--- src/design/tds_pkg.sv ---
// Package for the timer divider search block.
// Holds field widths, the sequencer state type and the result item type.
// No dependencies.
package tds_pkg;

    localparam int unsigned CLK_W    = 32;
    localparam int unsigned RATE_W   = 32;
    localparam int unsigned SHIFT_W  = 3;
    localparam int unsigned PS_W     = 16;
    localparam int unsigned RELOAD_W = 16;

    // result tdata: divider_shift, prescale, reload, zero padded to bytes
    localparam int unsigned RES_BITS = SHIFT_W + PS_W + RELOAD_W;
    localparam int unsigned M_DATA_W = ((RES_BITS + 7) / 8) * 8;
    localparam int unsigned S_DATA_W = ((RATE_W + 7) / 8) * 8;

    localparam logic [CLK_W-1:0] CLK_RESET = 32'd8000000;

    typedef enum logic [3:0] {
        ST_IDLE   = 4'b0001,
        ST_CHECK  = 4'b0010,
        ST_DIVIDE = 4'b0100,
        ST_RESULT = 4'b1000
    } state_t;

    typedef struct packed {
        logic [RELOAD_W-1:0] reload;
        logic [PS_W-1:0]     prescale;
        logic [SHIFT_W-1:0]  divider_shift;
    } result_t;

endpackage

--- src/design/timer_divider_search_top.sv ---
// Timer divider search: top level with candidate sequencer and serial divider.
// Depends on tds_pkg.
//
// Each request (tick rate in Hz) is searched over prescale 0..PRESCALE_STEPS-1
// (outer) and divider shift 0..DIVIDER_STEPS-1 (inner). One candidate is
// examined per cycle: the divisor is kept as a running value (add the rate for
// the next prescale, shift left for the next divider step) and a range compare
// against the system clock tells whether the reload fits. Only the first fitting
// candidate goes through the shift-subtract divider, and the finished result
// waits in ST_RESULT while the previous result item sits stalled in the output
// register. The block takes one item at a time (s_tready is low from
// acceptance until the result is loaded into the output register).
module timer_divider_search_top #(
    parameter int unsigned PRESCALE_STEPS = 65536,
    parameter int unsigned DIVIDER_STEPS  = 8
) (
    input  logic                          aclk,
    input  logic                          aresetn,
    // configuration: system_clock_hz
    input  logic                          cfg_valid,
    output logic                          cfg_ready,
    input  logic [tds_pkg::CLK_W-1:0]     cfg_data,
    // tdata: [31:0] tick_rate_hz
    input  logic                          s_tvalid,
    output logic                          s_tready,
    input  logic [tds_pkg::S_DATA_W-1:0]  s_tdata,
    // tdata: [2:0] divider_shift, [18:3] prescale, [34:19] reload, [39:35] zero
    output logic                          m_tvalid,
    input  logic                          m_tready,
    output logic [tds_pkg::M_DATA_W-1:0]  m_tdata,
    // tuser: [0] found
    output logic                          m_tuser
);
    import tds_pkg::*;

    localparam logic [PS_W-1:0]    PS_LAST = PS_W'(PRESCALE_STEPS - 1);
    localparam logic [SHIFT_W-1:0] SH_LAST = SHIFT_W'(DIVIDER_STEPS - 1);
    localparam logic [3:0]         DIV_LAST = 4'(RELOAD_W - 1);

    state_t               state_reg, state_next;
    logic [CLK_W-1:0]     clk_hz_reg, clk_hz_next;
    logic [RATE_W-1:0]    rate_reg, rate_next;
    logic [CLK_W-1:0]     base_reg, base_next;   // (ps+1)*rate mod 2^32
    logic [CLK_W-1:0]     div_reg, div_next;     // base << sh mod 2^32
    logic [PS_W-1:0]      ps_reg, ps_next;
    logic [SHIFT_W-1:0]   sh_reg, sh_next;
    logic                 hit_reg, hit_next;
    logic [CLK_W-1:0]     rem_reg, rem_next;
    logic [RELOAD_W-1:0]  dvd_reg, dvd_next;
    logic [RELOAD_W-1:0]  quo_reg, quo_next;
    logic [3:0]           cnt_reg, cnt_next;
    logic                 m_valid_reg, m_valid_next;
    logic                 m_found_reg, m_found_next;
    result_t              m_res_reg, m_res_next;

    logic                 fits;
    logic [CLK_W:0]       trial;
    logic [CLK_W:0]       trial_diff;
    logic [CLK_W-1:0]     base_inc;
    logic                 out_free;

    // quotient in [2, 65535] <=> clk >= 2*div and clk < div*2^16
    assign fits = (div_reg != '0)
               && ({1'b0, clk_hz_reg} >= {div_reg, 1'b0})
               && ({{RELOAD_W{1'b0}}, clk_hz_reg} < {div_reg, {RELOAD_W{1'b0}}});

    assign trial      = {rem_reg, dvd_reg[RELOAD_W-1]};
    assign trial_diff = trial - {1'b0, div_reg};
    assign base_inc   = base_reg + rate_reg;
    assign out_free   = !m_valid_reg || m_tready;

    always_comb begin
        state_next   = state_reg;
        clk_hz_next  = clk_hz_reg;
        rate_next    = rate_reg;
        base_next    = base_reg;
        div_next     = div_reg;
        ps_next      = ps_reg;
        sh_next      = sh_reg;
        hit_next     = hit_reg;
        rem_next     = rem_reg;
        dvd_next     = dvd_reg;
        quo_next     = quo_reg;
        cnt_next     = cnt_reg;
        m_valid_next = m_valid_reg;
        m_found_next = m_found_reg;
        m_res_next   = m_res_reg;

        if (m_valid_reg && m_tready) begin
            m_valid_next = 1'b0;
        end
        if (cfg_valid) begin
            clk_hz_next = cfg_data;
        end

        case (state_reg)
            ST_IDLE: begin
                if (s_tvalid) begin
                    rate_next  = s_tdata[RATE_W-1:0];
                    base_next  = s_tdata[RATE_W-1:0];
                    div_next   = s_tdata[RATE_W-1:0];
                    ps_next    = '0;
                    sh_next    = '0;
                    state_next = ST_CHECK;
                end
            end
            ST_CHECK: begin
                if (fits) begin
                    // quotient < 2^16, so the upper half alone is below div
                    rem_next   = {{(CLK_W-RELOAD_W){1'b0}}, clk_hz_reg[CLK_W-1:RELOAD_W]};
                    dvd_next   = clk_hz_reg[RELOAD_W-1:0];
                    quo_next   = '0;
                    cnt_next   = '0;
                    state_next = ST_DIVIDE;
                end else if (sh_reg != SH_LAST) begin
                    div_next = {div_reg[CLK_W-2:0], 1'b0};
                    sh_next  = sh_reg + 1'b1;
                end else if (ps_reg != PS_LAST) begin
                    base_next = base_inc;
                    div_next  = base_inc;
                    sh_next   = '0;
                    ps_next   = ps_reg + 1'b1;
                end else begin
                    hit_next   = 1'b0;
                    state_next = ST_RESULT;
                end
            end
            ST_DIVIDE: begin
                if (!trial_diff[CLK_W]) begin
                    rem_next = trial_diff[CLK_W-1:0];
                    quo_next = {quo_reg[RELOAD_W-2:0], 1'b1};
                end else begin
                    rem_next = trial[CLK_W-1:0];
                    quo_next = {quo_reg[RELOAD_W-2:0], 1'b0};
                end
                dvd_next = {dvd_reg[RELOAD_W-2:0], 1'b0};
                cnt_next = cnt_reg + 1'b1;
                if (cnt_reg == DIV_LAST) begin
                    hit_next   = 1'b1;
                    state_next = ST_RESULT;
                end
            end
            ST_RESULT: begin
                if (out_free) begin
                    m_valid_next = 1'b1;
                    m_found_next = hit_reg;
                    if (hit_reg) begin
                        m_res_next.divider_shift = sh_reg;
                        m_res_next.prescale      = ps_reg;
                        m_res_next.reload        = quo_reg - 1'b1;
                    end else begin
                        m_res_next = '0;
                    end
                    state_next = ST_IDLE;
                end
            end
            default: begin
                state_next = ST_IDLE;
            end
        endcase
    end

    always_ff @(posedge aclk) begin
        if (!aresetn) begin
            state_reg   <= ST_IDLE;
            clk_hz_reg  <= CLK_RESET;
            m_valid_reg <= 1'b0;
        end else begin
            state_reg   <= state_next;
            clk_hz_reg  <= clk_hz_next;
            m_valid_reg <= m_valid_next;
        end
        rate_reg    <= rate_next;
        base_reg    <= base_next;
        div_reg     <= div_next;
        ps_reg      <= ps_next;
        sh_reg      <= sh_next;
        hit_reg     <= hit_next;
        rem_reg     <= rem_next;
        dvd_reg     <= dvd_next;
        quo_reg     <= quo_next;
        cnt_reg     <= cnt_next;
        m_found_reg <= m_found_next;
        m_res_reg   <= m_res_next;
    end

    assign cfg_ready = 1'b1;
    assign s_tready  = (state_reg == ST_IDLE);
    assign m_tvalid  = m_valid_reg;
    assign m_tuser   = m_found_reg;
    assign m_tdata   = {{(M_DATA_W-RES_BITS){1'b0}}, m_res_reg};

endmodule

--- config.mk ---
export PLATFORM = sky130hd
export DESIGN_NAME = timer_divider_search_top
export DESIGN_NICKNAME = d
export VERILOG_FILES = /design/src/design/tds_pkg.sv /design/src/design/timer_divider_search_top.sv
export SDC_FILE = /design/constraint.sdc
export NUM_CORES = 1
export LEC_CHECK = 0
export ABC_CLOCK_PERIOD_IN_PS = 8400
export BUFFER_PORTS_ARGS = -buffer_cell sky130_fd_sc_hd__buf_2
export CAP_MARGIN = 20
export CORE_MARGIN = 3
export CORE_UTILIZATION = 40
export DETAILED_ROUTE_END_ITERATION = 12
export PLACE_DENSITY = 0.6
export SETUP_SLACK_MARGIN = 0.02
export SLEW_MARGIN = 40
export SYNTH_ARGS = -nofsm -noshare
export SYNTH_HDL_FRONTEND = slang
export SYNTH_SLANG_ARGS = --single-unit
--- constraint.sdc ---
create_clock -name aclk -period 8.4 [get_ports aclk]
set_clock_uncertainty 0.05 [all_clocks]
set_input_delay 0.84 -clock aclk [delete_from_list [all_inputs] [get_ports aclk]]
set_output_delay 0.84 -clock aclk [all_outputs]
set_load 0.01 [all_outputs]
==> reports/qor.log, run 1 <==
[outcome] status finished, final reports clean
[finish] # fillers 3558
[floorplanning] Boundary Pins 113
[global_routing] grt ovf 0
[cts] clock buffers created by TritonCTS 31
[power] Power, Total 0.005443 W
[cts] CTS H-Tree Depth 1
[finish] # nets final 1753
[timing] Period Utilization, post-route 0.4985
[floorplanning] DIE AREA 40790 um2
[timing] transition time at the pin with the least slew margin 728.1 ps
[cts] CTS tree built
[finish] final std cell area, no fill 17460 um2
[yosys] synthesized cell area 15360 um2
[global_routing] first-pass GRT wire length 59470 um
[finish] commonest cells after routing, fill and taps aside edfxtp_1, nand2_1, ha_1, buf_2, o21ai_0
[place] placed wire-length estimate after detailed placement 26650 um
[detailed_routing] DRC violations left 0
[detailed_routing] DRT iter0 DRCs 728
[yosys] sequential area share after synthesis 0.4783
[yosys] Yosys warning count 0
[global_routing] met2 usage 0.3098
[floorplanning] Floorplan Core Area 37760 um2
[finish] register area 7347 um2
[timing] worst-case headroom to the max-slew limit 0.5020
[global_routing] initial antenna violation count 0
[yosys] async set or reset register ratio after synthesis 0
[timing] top achievable clock speed 238.8 MHz
[cts] Gates resized, CTS repair 0
[yosys] Main synth FF type edfxtp_1
[global_routing] GRT Resource Usage Total 0.1797
[yosys] distinct cell type count after synthesis 79
[detailed_routing] via count 11289
[finish] most frequent standard cell in the layout excluding fill and tap cells edfxtp_1
[cts] Setup Buffers After CTS 0
[worst_setup_path] launching element type of the critical path flop
[power] largest voltage drop on the vdd net 0.0002299 V
[finish] final core area utilization 0.4624
[min_path] min-delay worst type in2reg
[detailed_routing] Detailed Route WL 37340 um
[global_routing] global routing met1 resource utilization 0.2373
[place] Port Buf Inserts 106
[finish] number of flip-flops under the largest register name 35
[job] # Max-Cap Violations 0
[timing] pins over their slew limit 0
[timing] final hold vios 0
[yosys] number of instances in the synthesized netlist 1473
[floorplanning] die outline width 202.0 um
[place] global placement routability congestion 0.9042
[floorplanning] Chip Height 202.0 um
[cts] sink count of the clock tree 257
[cts] buffer levels on the longest clock path 3
[worst_setup_path] required time at the endpoint of the critical path 8770 ps
[detailed_routing] routed vias/inst 5.368
[worst_setup_path] type of element capturing the critical path flop
[power] pwr/cell area 311.8 nW/um2
[cts] cell at the root of the clock tree clkbuf_16
[timing] final critical delay including setup and external delays 4188 ps
[worst_setup_path] data arrival time at the worst-slack endpoint 4550 ps
[detailed_routing] Antenna Nets Post-Route 0
[power] Pleak 7.018 nW
[global_routing] met3 GRT Util 0.02867
[finish] antenna cell count 0
[global_routing] pin count of the biggest net entering global routing 76
[global_routing] most congested layer reported by global routing met2
[worst_setup_path] worst-path fanout max 22
[finish] area growth from synthesis to final layout 13.63%
[yosys] number of flops mapped to enable cells by yosys 220
[place] post-place instance area 16400 um2
[worst_setup_path] Worst path max stage delay 510 ps
[cts] number of hold buffers added after cts 0
[timing] Setup Viol. Count Final 0
[global_routing] via count of the first global-routing pass 11202
[cts] worst-skew pair later-pin latency 570 ps
[yosys] synthesized area divided by synthesized cell count 10.43 um2
[worst_setup_path] crit path max-delay cell type xor2_4
[detailed_routing] average wire per cell in the routed design 17.76 um
[finish] fraction of layout instances using a drive strength above 1 0.1300
[detailed_routing] Pre-Repair DR Iteration Count 5
[timing] setup tns final 0 ps
[floorplanning] effective utilization at floorplan 0.4069
[floorplanning] site row count 71
[timing] setup repair after global routing missed its margin false
[cts] clock transition at the registers of the reported paths 70 ps
[worst_setup_path] cells traversed along the worst timing path ha_1 > fa_1 > nand2b_1 > a211o_1 > a31oi_4 > a21o_4 > a21oi_4 > o41ai_4 > xor2_4 > buf_4 > mux2_2 > o21ai_0
[worst_setup_path] type of the worst setup path reg2reg
[yosys] number of synthesized register bits 257
[finish] Multi-input gate area 7555 um2
where the power goes:
| group | internal, W | switching, W | total (W) |
|---|---|---|---|
| Sequential | 0.00169 | 0.000128 | 0.00182 |
| Clock | 0.000813 | 0.000554 | 0.00137 |
| Combinational | 0.000864 | 0.00139 | 0.00225 |
| Total | 0.00337 | 0.00207 | 0.00544 |
per-layer routing:
metal  vias to the layer above  part of all wire
li1                       5586                 -
met4                         0             0.026
met2                       284              0.47
met5                         -                 0
met1                      5358              0.45
met3                        61             0.051
through the flow:
stage / instances / worst slack (ps) / hold slack [ps]
finish: 2103 / 4212 / 409.3
global route: 2103 / 4007 / 381.8
detailed placement: 2046 / 4219 / 455.6
CTS: 2103 / 4203 / 378.2
floorplan: 1477 / 1293 / 421.3
global placement: 2043 / 4269 / 440.3
area by class of cell:
cell class,count,share of cell area
timing repair buffer,119,0.03698
sequential,257,0.4209
inverter,57,0.01226
clock inverter,16,0.009174
tap,511,0.03663
clock buffer,41,0.05132
multi-input combinational,1102,0.4328
worst paths after layout:
path              startpoint          end  slack [ps]  cells after the start
setup reg to reg  div_reg[0]   rem_reg[0]        4210                     12
hold reg to reg   dvd_reg[1]   dvd_reg[2]         470                      2
setup / recovery  div_reg[0]   rem_reg[0]        4210                     12
hold / removal    s_tdata[8]  rate_reg[8]         410                      1
cells by family (layout without fill, tap and decap cells):
logic type / Yosys count / in the layout / share of synthesized area
XOR/XNOR: 77 / 77 / 0.04512
AND/OR/NAND/NOR: 488 / 488 / 0.1552
multiplexers: 76 / 76 / 0.04993
buffers and inverters: 118 / 233 / 0.03331
adder cells (fa/ha/maj): 116 / 116 / 0.09546
other: 2 / 6 / 0.0004889
flip-flops: 257 / 257 / 0.4783
AO/OA/AOI/OAI: 339 / 339 / 0.1423
Yosys cell counts, drive strengths merged, types with 6 or more instances:
master	n	area, um2
nand3	16	80.08
nor3	24	125.1
a21oi	84	431.7
ha	114	1426
xor2	39	360.4
or3	11	68.82
nor2b	41	256.5
inv	57	214.0
edfxtp	220	6606
nand4	23	143.9
o211ai	8	60.06
buf	19	138.9
and3	10	62.56
a31oi	15	108.9
a211oi	11	87.58
a21o	37	285.3
o21bai	10	75.07
dfxtp	37	740.7
mux2i	71	710.7
a21bo	7	70.07
o21ai	103	515.5
clkbuf	42	158.9
and2	49	306.5
nor4	14	87.58
xnor2	38	332.8
nor2	88	330.3
nand2b	12	75.07
nand3b	7	52.55
o21a	10	75.07
or2	6	37.54
nand2	177	671.9
worst max-delay path: cells and delay by family (launching register included):
kind / cells / cell delay [ps]
and+or+nand+nor: 1 / 180
DFF: 1 / 470
adders and majority gates: 2 / 700
muxes: 1 / 370
buffers and inverters: 1 / 450
xor gates and xnor gates: 1 / 510
AOI/OAI and AO/OA: 6 / 1290
Note: power is estimated with default switching activity, not from simulation.
==> inputs of run 2 (changes only) <==
ABC_CLOCK_PERIOD_IN_PS = 3600   (was 8400)
PLACE_DENSITY = 0.62   (was 0.6)
clock period = 3.6 ns   (was 8.4 ns; I/O delays follow)
==> run 2 against run 1 <==
- sequential share of layout area decreased by 2.3 points
- final area increased by 5.7%
- die area unchanged
- total power increased by 140%
- worst hold slack got worse by 390 ps
- final cell count increased by 4.7%
- first-iteration DRC count decreased by 10%
- setup slack got worse by 4100 ps
- sequential power increased by 130%
- maximum frequency increased by 21%
- utilization increased by 2.6 points
- critical path type unchanged
- critical endpoint is now rem_reg[12]
- largest cell class unchanged
- largest power group unchanged
==> reports/qor.log, run 2 (synthesis results as in run 1) <==
[outcome] status finished, final reports clean
[global_routing] pin count of the biggest net entering global routing 69
[finish] area growth from synthesis to final layout 20.07%
[detailed_routing] Antenna Nets Post-Route 0
[detailed_routing] Detailed Route WL 38780 um
[place] placed wire-length estimate after detailed placement 27600 um
[timing] worst-case headroom to the max-slew limit 0.4915
[finish] most frequent standard cell in the layout excluding fill and tap cells edfxtp_1
[detailed_routing] average wire per cell in the routed design 17.62 um
[floorplanning] Floorplan Core Area 37760 um2
[timing] final critical delay including setup and external delays 3473 ps
[worst_setup_path] data arrival time at the worst-slack endpoint 3720 ps
[timing] Setup Viol. Count Final 0
[detailed_routing] DRC violations left 0
[finish] # nets final 1851
[cts] buffer levels on the longest clock path 3
[finish] number of flip-flops under the largest register name 35
[floorplanning] Boundary Pins 113
[floorplanning] die outline width 202.0 um
[worst_setup_path] most repeated library cell on the critical path buf_12
[global_routing] GRT Resource Usage Total 0.1853
[worst_setup_path] CP Launch Point div_reg[0]
[worst_setup_path] type of the worst setup path reg2reg
[worst_setup_path] launching element type of the critical path flop
[worst_setup_path] required time at the endpoint of the critical path 3850 ps
[cts] CTS tree built
[cts] worst-skew pair later-pin latency 570 ps
[detailed_routing] DRT iter0 DRCs 653
[job] # Max-Cap Violations 0
[place] pre-CTS setup slack 82.03 ps
[timing] worst setup margin 127.1 ps
[cts] clock buffers created by TritonCTS 30
[worst_setup_path] cells traversed along the worst timing path ha_4 > fa_2 > nand2b_4 > a211o_1 > a31oi_4 > a21o_4 > a21oi_4 > o41ai_4 > xor2_4 > buf_12 > buf_12 > buf_6 > mux2i_1 > o21ai_1
[worst_setup_path] crit path max-delay cell type edfxtp_1
[floorplanning] DIE AREA 40790 um2
[cts] CTS H-Tree Depth 1
[worst_setup_path] combined buffer and inverter count along the critical path 3
[detailed_routing] routed vias/inst 5.332
[worst_setup_path] family of cells with the greatest summed delay on the critical path compound AO/OA/AOI/OAI gates
[global_routing] via count of the first global-routing pass 11564
[power] pwr/cell area 709.2 nW/um2
[place] post-place instance area 16650 um2
[worst_setup_path] worst-path fanout max 8
[timing] setup repair after global routing missed its margin true
[floorplanning] Chip Height 202.0 um
[floorplanning] site row count 71
[floorplanning] effective utilization at floorplan 0.4069
[finish] final std cell area, no fill 18450 um2
[cts] clock transition at the registers of the reported paths 60 ps
[timing] Fin Hold WS 16.20 ps
[detailed_routing] via count 11735
[finish] fraction of layout instances using a drive strength above 1 0.1485
[finish] antenna cell count 0
[detailed_routing] Pre-Repair DR Iteration Count 5
[global_routing] initial antenna violation count 0
[global_routing] first-pass GRT wire length 61380 um
[timing] final hold vios 0
[cts] sink count of the clock tree 257
[worst_setup_path] type of element capturing the critical path flop
[place] Port Buf Inserts 106
[cts] cell at the root of the clock tree clkbuf_16
[finish] commonest cells after routing, fill and taps aside edfxtp_1, nand2_1, ha_1, buf_2
[timing] pins over their slew limit 0
[timing] top achievable clock speed 287.9 MHz
[power] Pleak 7.459 nW
[worst_setup_path] Worst path max stage delay 430 ps
[power] largest voltage drop on the vdd net 0.0005137 V
[timing] Period Utilization, post-route 0.9647
[timing] transition time at the pin with the least slew margin 762.8 ps
[power] Power, Total 0.01308 W
[min_path] Min-Delay Startpoint cfg_data[31]
[min_path] min-delay worst type in2reg
[place] global placement routability congestion 0.9437
[worst_setup_path] source of the worst register-to-register timing path div_reg[0]
[global_routing] grt ovf 0
## run 2: routing by layer
layer | track usage | part of all wire | vias up
met4 | 0.05981 | 0.033 | 0
met3 | 0.02674 | 0.045 | 73
met5 | 0 | 0 | -
li1 | - | - | 5787
met2 | 0.3202 | 0.48 | 282
met1 | 0.2404 | 0.44 | 5593
## run 2: through the flow
stage,instances,util,TNS (ps)
after floorplan,1477,-,0
after detailed placement,2069,0.4411,0
after CTS,2184,0.4820,0
final,2201,0.4886,0
after global placement,2068,0.4403,0
after global routing,2201,0.4886,-57.68
## run 2: final timing paths
path | slack, ps | to | cells past startpoint
hold / removal | 20 | clk_hz_reg[31] | 3
setup reg to reg | 130 | rem_reg[12] | 14
setup / recovery | 130 | rem_reg[12] | 14
hold reg to reg | 460 | dvd_reg[15] | 2
## run 2: where the power goes
group	internal [W]	leakage [nW]	switching (W)
clock	0.00172	0.458	0.00123
combinational	0.00245	4.70	0.00344
sequential	0.00395	2.30	0.000300
## run 2: timing repair
action                                  4_1_cts  5_1_grt
buffers inserted                              0       15
hold buffers                                 59        0
gates resized for setup                       0       20
hold endpoints to repair                     59        0
endpoints found under the setup margin        0       25
## run 2: layout make-up
type                    count  area [um2]
fillers                  3477       19310
multi-input cells        1102        7615
flip-flops and latches    257        7347
repair buffers            218        1678
clock buffers              40       809.5
well taps                 511       639.4
inverters                  57       214.0
clock inverters            16       142.6
## run 2: worst register-to-register path, cell delays in order (launching register included)
cell and delay, ps:
edfxtp_1 430, ha_4 200, fa_2 370, nand2b_4 150, a211o_1 340, a31oi_4 180, a21o_4 160, a21oi_4 60
o41ai_4 430, xor2_4 210, buf_12 140, buf_12 140, buf_6 100, mux2i_1 170, o21ai_1 70
